File: src/rtl/core/pts_pkg.sv
// package for the priority task scheduler: sizes, command codes, beat structs
// no dependencies
package pts_pkg;
  localparam int Tasks     = 16;
  localparam int Sems      = 4;
  localparam int DelayBits = 16;
  localparam int TaskW     = 4;
  localparam int SemW      = 2;
  localparam int StepW     = 10;
  localparam logic [TaskW-1:0] IdleTask = TaskW'(Tasks - 1);
  localparam logic [7:0] PostLimit = 8'd255;
  localparam logic [StepW-1:0] StepReset = StepW'(1);

  typedef enum logic [3:0] {
    CMD_READY    = 4'd0,
    CMD_SUSPEND  = 4'd1,
    CMD_RESUME   = 4'd2,
    CMD_DELAY    = 4'd3,
    CMD_TICK     = 4'd4,
    CMD_LOCK     = 4'd5,
    CMD_UNLOCK   = 4'd6,
    CMD_SEM_INIT = 4'd7,
    CMD_SEM_PEND = 4'd8,
    CMD_SEM_POST = 4'd9
  } cmd_t;

  typedef struct packed {
    logic [3:0]  command;
    logic [3:0]  task_req;
    logic        self_select;
    logic [15:0] delay_ticks;
    logic [1:0]  sem_index;
    logic [7:0]  sem_init_count;
  } in_beat_t;

  typedef struct packed {
    logic [3:0]  running_task;
    logic        switched;
    logic        granted;
    logic        resumed_after_timeout;
    logic [15:0] ready_mask;
    logic        status;
  } out_beat_t;
endpackage

File: src/rtl/core/priority_task_scheduler.sv
// priority task scheduler top level: command decode, delay walk, scheduling
// depends on pts_pkg
//
//  port group | dir | beat / meaning
//  in_*       | in  | in_beat_t command beat, valid/ready
//  out_*      | out | out_beat_t result beat, valid/ready
//  cfg_*      | in  | tick_step write, no wait
//
// most commands pass from accept through exec, schedule and result states;
// a tick also passes the walk state: one shared subtract/compare unit walks the 16 delay counters
// one a cycle. the block goes back through idle before the next accept.
// the result sits in an output register; a new command waits until it is taken.
// rst_n is synchronous: idle task ready and running, all counts and waits cleared.
module priority_task_scheduler import pts_pkg::*; (
  input  logic             clk,
  input  logic             rst_n,
  input  logic             in_valid,
  output logic             in_ready,
  input  in_beat_t         in_data,
  output logic             out_valid,
  input  logic             out_ready,
  output out_beat_t        out_data,
  input  logic             cfg_we,
  input  logic [StepW-1:0] cfg_wdata
);
  typedef enum logic [4:0] {
    ST_IDLE = 5'b00001,
    ST_EXEC = 5'b00010,
    ST_WALK = 5'b00100,
    ST_SCHD = 5'b01000,
    ST_OUT  = 5'b10000
  } state_t;

  state_t state_r, state_nxt;
  in_beat_t cmd_r;
  logic [StepW-1:0] step_r;
  logic [Tasks-1:0] ready_r;
  logic [DelayBits-1:0] dly_r [Tasks];
  logic [TaskW-1:0] run_r;
  logic lock_r;
  logic [Tasks-1:0] pwait_r;
  logic [SemW-1:0] ptgt_r [Tasks];
  logic [7:0] semv_r [Sems];
  logic [Tasks-1:0] semw_r [Sems];
  logic [TaskW-1:0] idx_r;
  logic do_sched_r, pend_r;
  out_beat_t res_r;

  // lowest set bit of the ready map
  logic [TaskW-1:0] best;
  logic             any_ready;
  always_comb begin
    best = IdleTask;
    any_ready = |ready_r;
    for (int i = Tasks - 1; i >= 0; i--)
      if (ready_r[i]) best = TaskW'(i);
  end

  logic [TaskW-1:0] waiter;
  logic [Tasks-1:0] cur_w;
  always_comb begin
    cur_w = semw_r[cmd_r.sem_index];
    waiter = '0;
    for (int i = Tasks - 1; i >= 0; i--)
      if (cur_w[i]) waiter = TaskW'(i);
  end

  // shared subtract unit used by the tick walk
  logic [DelayBits-1:0] cur_d;
  logic                 d_le;
  assign cur_d = dly_r[idx_r];
  assign d_le = cur_d <= DelayBits'(step_r);

  logic [TaskW-1:0] tgt;
  assign tgt = cmd_r.self_select ? run_r : cmd_r.task_req;

  assign in_ready  = (state_r == ST_IDLE);
  assign out_valid = (state_r == ST_OUT);
  assign out_data  = res_r;

  always_comb begin
    state_nxt = state_r;
    unique case (state_r)
      ST_IDLE: if (in_valid) state_nxt = ST_EXEC;
      ST_EXEC: state_nxt = (cmd_r.command == CMD_TICK) ? ST_WALK : ST_SCHD;
      ST_WALK: if (idx_r == IdleTask) state_nxt = ST_SCHD;
      ST_SCHD: state_nxt = ST_OUT;
      ST_OUT:  if (out_ready) state_nxt = ST_IDLE;
      default: state_nxt = ST_IDLE;
    endcase
  end

  always_ff @(posedge clk) begin
    if (!rst_n) begin
      state_r <= ST_IDLE;
      step_r  <= StepReset;
      ready_r <= Tasks'(1) << IdleTask;
      run_r   <= IdleTask;
      lock_r  <= 1'b0;
      pwait_r <= '0;
      idx_r   <= '0;
      do_sched_r <= 1'b0;
      pend_r  <= 1'b0;
      for (int i = 0; i < Tasks; i++) begin
        dly_r[i]  <= '0;
        ptgt_r[i] <= '0;
      end
      for (int s = 0; s < Sems; s++) begin
        semv_r[s] <= '0;
        semw_r[s] <= '0;
      end
    end else begin
      state_r <= state_nxt;
      if (cfg_we) step_r <= cfg_wdata;
      unique case (state_r)
        ST_IDLE: if (in_valid) begin
          cmd_r <= in_data;
          idx_r <= '0;
          do_sched_r <= 1'b0;
          pend_r <= 1'b0;
          res_r <= '0;
        end
        ST_EXEC: begin
          unique case (cmd_r.command)
            CMD_READY: begin
              dly_r[cmd_r.task_req] <= '0;
              ready_r[cmd_r.task_req] <= 1'b1;
            end
            CMD_SUSPEND: begin
              if (tgt == IdleTask) res_r.status <= 1'b1;
              else begin
                dly_r[tgt] <= '0;
                ready_r[tgt] <= 1'b0;
                do_sched_r <= (tgt == run_r);
              end
            end
            CMD_RESUME: begin
              dly_r[cmd_r.task_req] <= '0;
              ready_r[cmd_r.task_req] <= 1'b1;
              do_sched_r <= (run_r > cmd_r.task_req);
            end
            CMD_DELAY: if (cmd_r.delay_ticks != '0) begin
              ready_r[run_r] <= 1'b0;
              dly_r[run_r] <= DelayBits'(cmd_r.delay_ticks);
              do_sched_r <= 1'b1;
            end
            CMD_TICK: do_sched_r <= 1'b1;
            CMD_LOCK: lock_r <= 1'b1;
            CMD_UNLOCK: begin
              lock_r <= 1'b0;
              do_sched_r <= 1'b1;
            end
            CMD_SEM_INIT: begin
              semv_r[cmd_r.sem_index] <= cmd_r.sem_init_count;
              semw_r[cmd_r.sem_index] <= '0;
            end
            CMD_SEM_PEND: begin
              if (semv_r[cmd_r.sem_index] != '0) begin
                semv_r[cmd_r.sem_index] <= semv_r[cmd_r.sem_index] - 8'd1;
                res_r.granted <= 1'b1;
              end else begin
                pwait_r[run_r] <= 1'b1;
                ptgt_r[run_r] <= cmd_r.sem_index;
                dly_r[run_r] <= DelayBits'(cmd_r.delay_ticks);
                semw_r[cmd_r.sem_index][run_r] <= 1'b1;
                ready_r[run_r] <= 1'b0;
                do_sched_r <= 1'b1;
                pend_r <= 1'b1;
              end
            end
            CMD_SEM_POST: begin
              if (cur_w != '0) begin
                semw_r[cmd_r.sem_index][waiter] <= 1'b0;
                ready_r[waiter] <= 1'b1;
                pwait_r[waiter] <= 1'b0;
                do_sched_r <= 1'b1;
              end else if (semv_r[cmd_r.sem_index] < PostLimit)
                semv_r[cmd_r.sem_index] <= semv_r[cmd_r.sem_index] + 8'd1;
              else
                semv_r[cmd_r.sem_index] <= '0;
            end
            default: ;
          endcase
        end
        ST_WALK: begin
          // one delay counter per cycle
          if (cur_d != '0) begin
            if (d_le) begin
              dly_r[idx_r] <= '0;
              ready_r[idx_r] <= 1'b1;
            end else dly_r[idx_r] <= cur_d - DelayBits'(step_r);
          end
          idx_r <= idx_r + TaskW'(1);
        end
        ST_SCHD: begin
          if (do_sched_r && !lock_r && any_ready && best != run_r) begin
            run_r <= best;
            res_r.switched <= 1'b1;
            res_r.running_task <= best;
            if (pwait_r[best]) begin
              semw_r[ptgt_r[best]][best] <= 1'b0;
              pwait_r[best] <= 1'b0;
              res_r.resumed_after_timeout <= 1'b1;
            end
          end else begin
            res_r.running_task <= run_r;
            // blocking pend with no switch gives up the wait at once
            if (pend_r) begin
              semw_r[cmd_r.sem_index][run_r] <= 1'b0;
              pwait_r[run_r] <= 1'b0;
            end
          end
          res_r.ready_mask <= ready_r;
        end
        ST_OUT: ;
        default: ;
      endcase
    end
  end

  a_onehot: assert property (@(posedge clk) disable iff (!rst_n) $onehot(state_r))
    else $error("state not one-hot");
  a_idle_ready: assert property (@(posedge clk) disable iff (!rst_n)
    out_valid |-> !in_ready) else $error("accept while result pending");
  a_hold: assert property (@(posedge clk) disable iff (!rst_n)
    out_valid && !out_ready |=> out_valid && $stable(out_data))
    else $error("result dropped");
  a_lock: assert property (@(posedge clk) disable iff (!rst_n)
    (state_r == ST_SCHD) && lock_r |=> !res_r.switched)
    else $error("switch while locked");
endmodule

File: config.mk
export PLATFORM = sky130hd
export DESIGN_NAME = priority_task_scheduler
export DESIGN_NICKNAME = d
export VERILOG_FILES = /design/src/rtl/core/pts_pkg.sv /design/src/rtl/core/priority_task_scheduler.sv
export SDC_FILE = /design/constraint.sdc
export NUM_CORES = 1
export LEC_CHECK = 0
export ABC_AREA = 1
export ABC_CLOCK_PERIOD_IN_PS = 5510
export BUFFER_PORTS_ARGS = -buffer_cell sky130_fd_sc_hd__clkbuf_2
export CORE_UTILIZATION = 46
export CTS_CLUSTER_SIZE = 8
export DETAILED_ROUTE_END_ITERATION = 10
export RECOVER_POWER = 50
export SLEW_MARGIN = 25
export SYNTH_ARGS = -nofsm -noshare
export SYNTH_HDL_FRONTEND = slang
export SYNTH_SLANG_ARGS = --single-unit
File: constraint.sdc
create_clock -name clk -period 5.51 [get_ports clk]
set_input_delay 1.102 -clock clk [delete_from_list [all_inputs] [get_ports clk]]
set_output_delay 1.102 -clock clk [all_outputs]
set_load 0.02 [all_outputs]
; ---- After elaboration in Yosys (flattened, before gate mapping)
; Memories as Yosys holds them, arrays and structs flattened. A register that Yosys moved wholly into a read port is not among the register bits.
; Index checks and enable logic that the tools add are counted.
[op_classes]
muxes = 244
n_eq_ne = 39
multipliers = 0
n_addsub = 4
shifts = 0
n_bitwise = 67
magnitude_cmp = 15
div_mod_pow = 0
n_reduce_logical = 45
[op_table]
columns = cell, n
row1 = two-way mux 16 bit, 26
row2 = two-way mux 4 bit, 41
row3 = two-way mux 1 bit, 142
row4 = OR reduction 16 bit, 7
row5 = case mux 16 bit (2 select lines), 3
row6 = bitwise AND 16 bit, 5
row7 = case mux 16 bit (5 select lines), 1
row8 = NOT 16 bit, 4
row9 = bitwise OR 16 bit, 4
row10 = bitwise OR 1 bit, 54
row11 = nonzero test 16 bit, 3
row12 = case mux 17 bit (2 select lines), 1
row13 = two-way mux 8 bit, 4
row14 = less-than comparator 4 x 5 -> 1 bit (second input constant), 6
row15 = case mux 5 bit (5 select lines), 1
row16 = demux 1 bit (select 4 bit), 6
row17 = >= comparator 4 x 1 -> 1 bit (second input constant), 6
row18 = two-way mux 24 bit, 1
row19 = inequality test 2 bit (second input constant), 9
row20 = inequality test 3 bit (second input constant), 6
row21 = == test 4 x 3 -> 1 bit (second input constant), 4
row22 = == test 4 bit (second input constant), 4
row23 = <= comparator 16 x 10 -> 1 bit, 1
row24 = subtractor 16 x 10 -> 16 bit, 1
row25 = 39 further kinds, 74
[word_totals]
wordCells = 439
latchBits = 0
output_inout_bits = 26
regBits = 117
mem_bits_rw = 384
n_memories = 4
romBits = 0
[memory_table]
columns = memory, words, word_bits, read_ports, rd_ports_with_merged_regs, write_ports, line
row1 = dly_r, 16, 16, 1, 1, 16, priority_task_scheduler.sv:38  ; logic [DelayBits-1:0] dly_r [Tasks];
row2 = semw_r, 4, 16, 1, 1, 4, priority_task_scheduler.sv:44  ; logic [Tasks-1:0] semw_r [Sems];
row3 = ptgt_r, 16, 2, 1, 0, 16, priority_task_scheduler.sv:42  ; logic [SemW-1:0] ptgt_r [Tasks];
row4 = semv_r, 4, 8, 1, 1, 4, priority_task_scheduler.sv:43  ; logic [7:0] semv_r [Sems];

; ---- Logic depth before layout (Yosys ltp)
; Gate-level depths: netlist (run 1).
[logic_depth]
word_depth = 26
mapped_depth = 32
ltp_nobuf = 31

; ---- Worst setup path before layout (run 1)
; OpenSTA, ideal clock, no wires.
[synth_timing]
path_kind = register to register
startpoint = reg (tool-made name)
endpoint = mem dly_r[7][15] (data pin)
path_buffers = 5
path_slack_ps = 1154
arrival_ps = 4096
stages_incl_launch_ff = 27
required_ps = 5250
path_cell_list = dfxtp_1 > buf_4 > buf_4 > buf_2 > mux2i_1 > o211ai_1 > o211ai_1 > nand2_1 > inv_1 > ha_1 > inv_1 > fa_1 > a221o_1 > a21oi_1 > nor2_1 > o21ai_0 > inv_1 > nor2_1 > inv_1 > o21ai_0 > nand3_1 > nand4_1 > buf_2 > nor2_1 > a21oi_1 > buf_4 > nor2_1
[synth_rtl]
columns = item, line
row1 = end: declaration, priority_task_scheduler.sv:38

==> results of run 1 <==
==> critical path, stage by stage, from the launching register on <==
cell and delay, ns:
dfxtp_4 0.73, buf_4 0.46, buf_4 0.37, mux2i_1 0.21, o21ai_0 0.09, o211ai_1 0.33, nand2_1 0.14, nor2_1 0.15
nand2_1 0.11, inv_1 0.11, nand4_1 0.20, nand3_2 0.22, o211ai_1 0.13, o21a_1 0.16, inv_1 0.06, nand2_1 0.06
nor2_1 0.46, nand2_2 0.12, nand2_1 0.08, clkbuf_2 0.54
==> flip-flops by register name (all words and copies together) (netlist names), named ones only <==
name,cells
cmd_r,35
dly_r,256
do_sched_r,1
idx_r,4
lock_r,1
out_data,24
pend_r,1
ptgt_r,32
pwait_r,16
ready_r,16
run_r,4
semv_r,32
semw_r,64
state_r,5
step_r,10
==> how the worst min path moves through the flow <==
| stage | depth (start not counted) | slack, ns | to |
|---|---|---|---|
| 2_1_floorplan | 2 | 0.44 | step_r[0]$_SDFFE_PN1P_ |
| 3_5_place_dp | 2 | 0.47 | lock_r$_SDFFE_PN0P_ |
| 6_report | 2 | 0.49 | lock_r$_SDFFE_PN0P_ |
| 5_1_grt | 2 | 0.52 | pwait_r[8]$_SDFFE_PN0P_ |
| 3_3_place_gp | 2 | 0.45 | lock_r$_SDFFE_PN0P_ |
| 4_1_cts | 2 | 0.48 | lock_r$_SDFFE_PN0P_ |
==> metrics by stage <==
stage	instance area, um^2	hold slack, ns	power [mW]	util
floorplan	26900	0.435	5.06	-
global placement	28200	0.451	5.39	0.488
detailed placement	28200	0.467	5.40	0.488
CTS	30300	0.480	9.57	0.524
global route	30100	0.517	9.81	0.521
finish	30100	0.486	9.51	0.521
==> cells by family after synthesis <==
group,after synthesis,synth area share
buffers and inverters,476,0.0755
DFF,507,0.542
and+or+nand+nor,1288,0.206
muxes,64,0.0238
AOI/OAI and AO/OA,603,0.137
adders and majority gates,21,0.0100
xor gates and xnor gates,19,0.00618
==> power by group <==
part	internal [mW]	leakage (nW)	switching (mW)
sequential	4.32	5.04	0.0611
combinational	0.254	4.95	0.708
clock	2.47	1.00	1.70
total	7.04	11.0	2.47
==> per-layer routing <==
layer,GRT usage,part of all wire,up-vias
li1,-,-,10400
met1,0.371,0.40,10900
met2,0.487,0.48,975
met3,0.0475,0.073,257
met4,0.148,0.048,0
met5,0,0,-
==> synth_stat cells (29+ instances only) <==
library cell	count
a21oi_1	172
buf_2	48
buf_4	29
clkbuf_1	69
dfxtp_1	64
edfxtp_1	443
inv_1	277
inv_2	29
mux2i_1	64
nand2_1	404
nand3_1	132
nand4_1	30
nor2_1	587
nor3_1	41
o211ai_1	73
o21ai_0	193
o22ai_1	37
==> area by class of cell <==
class	count	area, um^2	area share
inverters	315	1190	0.0395
multi-input cells	1995	10200	0.339
well taps	765	957	0.0318
clock buffers	104	1960	0.0653
repair buffers	168	1050	0.0350
clock inverters	7	136	0.00453
flip-flops and latches	507	14600	0.485
==> impl_metrics.json, run 1 <==
{
  "ant_nets": 0,
  "post_cts_buffers": 0,
  "max-slew-margin-rel": -0.713,
  "dpl.hpwl_um": 59800,
  "worst-path-max-fanout": 36,
  "pin_count": 76,
  "final_layout_size_suffix_gt1_frac": 0.0933,
  "cts_tree": "yes",
  "gr-total-overflow": 0,
  "place_ws_ns": 0.463,
  "p_leak_nw": 11.0,
  "synth_top_area_share": 0.494,
  "synthArstFlopShare": 0,
  "mostFrequentLayoutCell": "nor2_1",
  "start_kind": "flop",
  "rsz0062_at_grt": "no",
  "die_area_um2": 59500,
  "cts_resized": 0,
  "synth_top_area_cell": "edfxtp_1",
  "routed_wl_um": 88300,
  "power.density_nw_per_um2": 316,
  "coreArea_um2": 57800,
  "fp.dieH_um": 244,
  "worstSetupPathType": "reg -> reg",
  "worstSkewPairLatency_ns": 0.63,
  "cap_violations": 2,
  "end_kind": "flop",
  "r2r_cells": 19,
  "hold_viol_final": 0,
  "first_iter_violations": 2211,
  "ff2ff_setup_slack_ns": 0.38,
  "synth_area_um2": 26900,
  "drc_errors": 0,
  "fin_nets": 3131,
  "grt_max_degree": 71,
  "synthCells": 2978,
  "yosysUniqueCellTypes": 63,
  "cp-endpoint": "dly_r[4][0]$_SDFFCE_PN0P_",
  "cts_made_buffers": 73,
  "io_buffer_count": 75,
  "grt_pass1_vias": 22100,
  "antenna_found_initial": 1,
  "firstDrtPassIters": 6,
  "fillers": 5414,
  "hold_class": "reg -> reg",
  "vias_per_cell": 5.85,
  "status": "complete, but fails checks",
  "synth_edf_count": 443,
  "setup_violations": 0,
  "fin_skew_ns": 0.0327,
  "fin_cells": 3861,
  "clk_pin_slew_ns": 0.06,
  "synth_area_per_cell_um2": 9.04,
  "place_congestion": 0.940,
  "cts_hold_buf": 0,
  "syn-num-nets": 3049,
  "vdd_drop_max_mv": 0.216,
  "via_count": 22600,
  "hold_start": "lock_r$_SDFFE_PN0P_",
  "ys_seq_area_frac": 0.542,
  "required_ns": 5.75,
  "synth_flop_cell": "edfxtp_1",
  "yosys_warnings": 0,
  "antenna_cells": 0,
  "area.growth.synth_to_final_pct": 11.8,
  "cts-root-buf": "clkbuf_16",
  "arrival_ns": 5.37,
  "placementRows": 88,
  "grt_usage": 0.294,
  "grt_pass1_wl_um": 132000,
  "htree_levels": 3,
  "ys_ff_latch": 507,
  "die_w_um": 244,
  "cts_buffer_depth": 3,
  "synth_area_leaders": "edfxtp_1 (49%), nor2_1 (8.2%), nand2_1 (5.6%)",
  "tightest_slew_ns": 2.57,
  "fmax_mhz": 195,
  "setup_ws_ns": 0.383,
  "r2r-end": "dly_r[4][0]$_SDFFCE_PN0P_",
  "period_minus_slack_ns": 5.13,
  "start_util": 0.466,
  "tns_ns": 0,
  "post-route-period-util": 0.930,
  "dpl.cell_count": 3749,
  "wl_per_cell_um": 22.9,
  "maxSlewViolCount": 90,
  "layout_common_cells": "nor2_1 (599), edfxtp_1 (443), nand2_1 (404), inv_1 (289), o21ai_0 (193)",
  "clock-sinks": 507,
  "violations": "capacitance limit, slew limit"
}
(Power assumes the default switching activity.)
==> run 2: changes to the inputs <==
--- a/config.mk
+++ b/config.mk
@@ -8,6 +8,7 @@
 export ABC_AREA = 1
 export ABC_CLOCK_PERIOD_IN_PS = 5510
 export BUFFER_PORTS_ARGS = -buffer_cell sky130_fd_sc_hd__clkbuf_2
+export CORE_MARGIN = 2
 export CORE_UTILIZATION = 46
 export CTS_CLUSTER_SIZE = 8
 export DETAILED_ROUTE_END_ITERATION = 10
==> impl_metrics.json, run 2 (synthesis results as in run 1) <==
{
  "antenna_cells": 0,
  "die_w_um": 246,
  "period_minus_slack_ns": 5.06,
  "ff2ff_setup_slack_ns": 0.45,
  "cts_made_buffers": 73,
  "gr-total-overflow": 0,
  "clk_pin_slew_ns": 0.05,
  "worstSkewPairLatency_ns": 0.62,
  "maxSlewViolCount": 130,
  "post-route-period-util": 0.919,
  "dpl.hpwl_um": 59900,
  "grtUsageMet3": 0.0426,
  "grt_usage": 0.286,
  "gr-max-usage-layer": "met2",
  "required_ns": 5.84,
  "via_count": 22500,
  "finalPower_mw": 9.53,
  "arrival_ns": 5.39,
  "min_path_cells": 2,
  "slowest_stage": "dfxtp_2",
  "worstHoldEndpoint": "pend_r$_SDFFE_PN0P_",
  "cts_tree": "yes",
  "p_leak_nw": 11.0,
  "wl_per_cell_um": 22.4,
  "worst-path-max-fanout": 16,
  "r2r-end": "dly_r[13][4]$_SDFFCE_PN0P_",
  "start_util": 0.466,
  "fp.dieH_um": 246,
  "cts_hold_buf": 0,
  "path_cells": "clkinv_1 > buf_4 > o211ai_1 > nand2_1 > inv_1 > ha_1 > inv_1 > fa_1 > a221o_1 > a21oi_1 > nor2_1 > o21ai_0 > inv_1 > nor2_1 > inv_1 > o21ai_0 > nand3_1 > nand4_1 > buf_4 > nor2_1 > a21oi_1 > buf_4 > nor2_1",
  "placed_cell_area_um2": 28100,
  "grtUsageMet1": 0.373,
  "fmax_mhz": 197,
  "largest_register_ffs": 256,
  "die_area_um2": 60500,
  "place_congestion": 1.00,
  "grt_max_degree": 58,
  "worstSetupPathType": "reg -> reg",
  "clock-sinks": 507,
  "cp_slowest_stage_delay_ns": 0.58,
  "hold_start": "pend_r$_SDFFE_PN0P_",
  "layout_common_cells": "nor2_1 (601), edfxtp_1 (443), nand2_1 (408), inv_1 (291), o21ai_0 (194)",
  "end_kind": "flop",
  "placementRows": 88,
  "antenna_found_initial": 0,
  "violations": "capacitance limit, slew limit",
  "mostFrequentLayoutCell": "nor2_1",
  "vias_per_cell": 5.82,
  "cap_violations": 3,
  "hold_class": "reg -> reg",
  "coreArea_um2": 57800,
  "setup_violations": 0,
  "utilization": 0.520,
  "top_register": "dly_r",
  "io_buffer_count": 75,
  "design_area_um2": 30000,
  "grt_pass1_vias": 21900,
  "rsz0062_at_grt": "no",
  "top_regs": "dly_r: 256 flops, semw_r: 64 flops, cmd_r: 35 flops",
  "start_kind": "flop",
  "pin_count": 76,
  "vdd_drop_max_mv": 0.195,
  "fin_cells": 3862,
  "r2r_cells": 23,
  "tns_ns": 0,
  "first_iter_violations": 2584,
  "grt_util_met2": 0.464,
  "firstDrtPassIters": 6,
  "hold_viol_final": 0,
  "power.density_nw_per_um2": 317,
  "dpl.cell_count": 3746,
  "drc_errors": 0,
  "cts_buffer_depth": 3,
  "fin_nets": 3128,
  "cts-root-buf": "clkbuf_16",
  "grt_pass1_wl_um": 131000,
  "final_layout_size_suffix_gt1_frac": 0.0891,
  "max-slew-margin-rel": -0.647,
  "area.growth.synth_to_final_pct": 11.6,
  "routed_wl_um": 86500,
  "fin_skew_ns": 0.0308,
  "ant_nets": 0,
  "status": "complete, but fails checks",
  "htree_levels": 3,
  "tightest_slew_ns": 2.47
}
==> run 2: where the power goes <==
| group | total, mW | internal [mW] | switching, mW |
|---|---|---|---|
| Sequential | 4.37 | 4.32 | 0.0574 |
| Combinational | 0.942 | 0.250 | 0.692 |
| Clock | 4.21 | 2.54 | 1.68 |
| Total | 9.53 | 7.10 | 2.42 |
==> run 2: timing repair <==
item,CTS,global route
setup buffers,0,1
endpoints found under the setup margin,0,3
resized for setup,0,0
==> run 2: cell type report <==
| cell class | count | area [um^2] |
|---|---|---|
| clock buffer | 111 | 2040 |
| clock inverter | 4 | 65.1 |
| fill | 5416 | 27800 |
| inverter | 315 | 1190 |
| multi-input combinational | 1995 | 10200 |
| sequential | 507 | 14600 |
| tap | 765 | 957 |
| timing repair buffer | 165 | 1010 |
==> run 2: critical path, delay by kind of cell (launching register included) <==
kind / cells / cell delay (ns)
AND/OR/NAND/NOR: 7 / 0.79
buffers and inverters: 8 / 1.28
AO/OA/AOI/OAI: 6 / 1.51
adder cells (fa/ha/maj): 2 / 0.58
flip-flops: 1 / 0.58
==> run 2: how the worst max path moves through the flow <==
stage                                       endpoint  cells after the start  slack, ns  startpoint
after global routing      dly_r[13][4]$_SDFFCE_PN0P_                     23       0.11        flop
after detailed placement  dly_r[15][4]$_SDFFCE_PN0P_                     21       0.41        flop
after global placement     dly_r[4][4]$_SDFFCE_PN0P_                     23       0.48        flop
after CTS                 dly_r[13][4]$_SDFFCE_PN0P_                     21       0.38        flop
final                     dly_r[13][4]$_SDFFCE_PN0P_                     23       0.45        flop
after floorplan           dly_r[7][15]$_SDFFCE_PN0P_                     26       1.15        flop
==> run 2: layer usage <==
| metal | up-vias | share of wire |
|---|---|---|
| met3 | 245 | 0.074 |
| met1 | 10800 | 0.40 |
| li1 | 10400 | - |
| met4 | 0 | 0.051 |
| met5 | - | 0 |
| met2 | 1045 | 0.47 |
==> run 2: metrics by stage <==
step / worst slack [ns] / hold WS (ns)
after global placement: 0.485 / 0.451
after global routing: 0.106 / 0.506
after CTS: 0.380 / 0.471
after detailed placement: 0.408 / 0.461
final: 0.446 / 0.473
after floorplan: 1.15 / 0.435
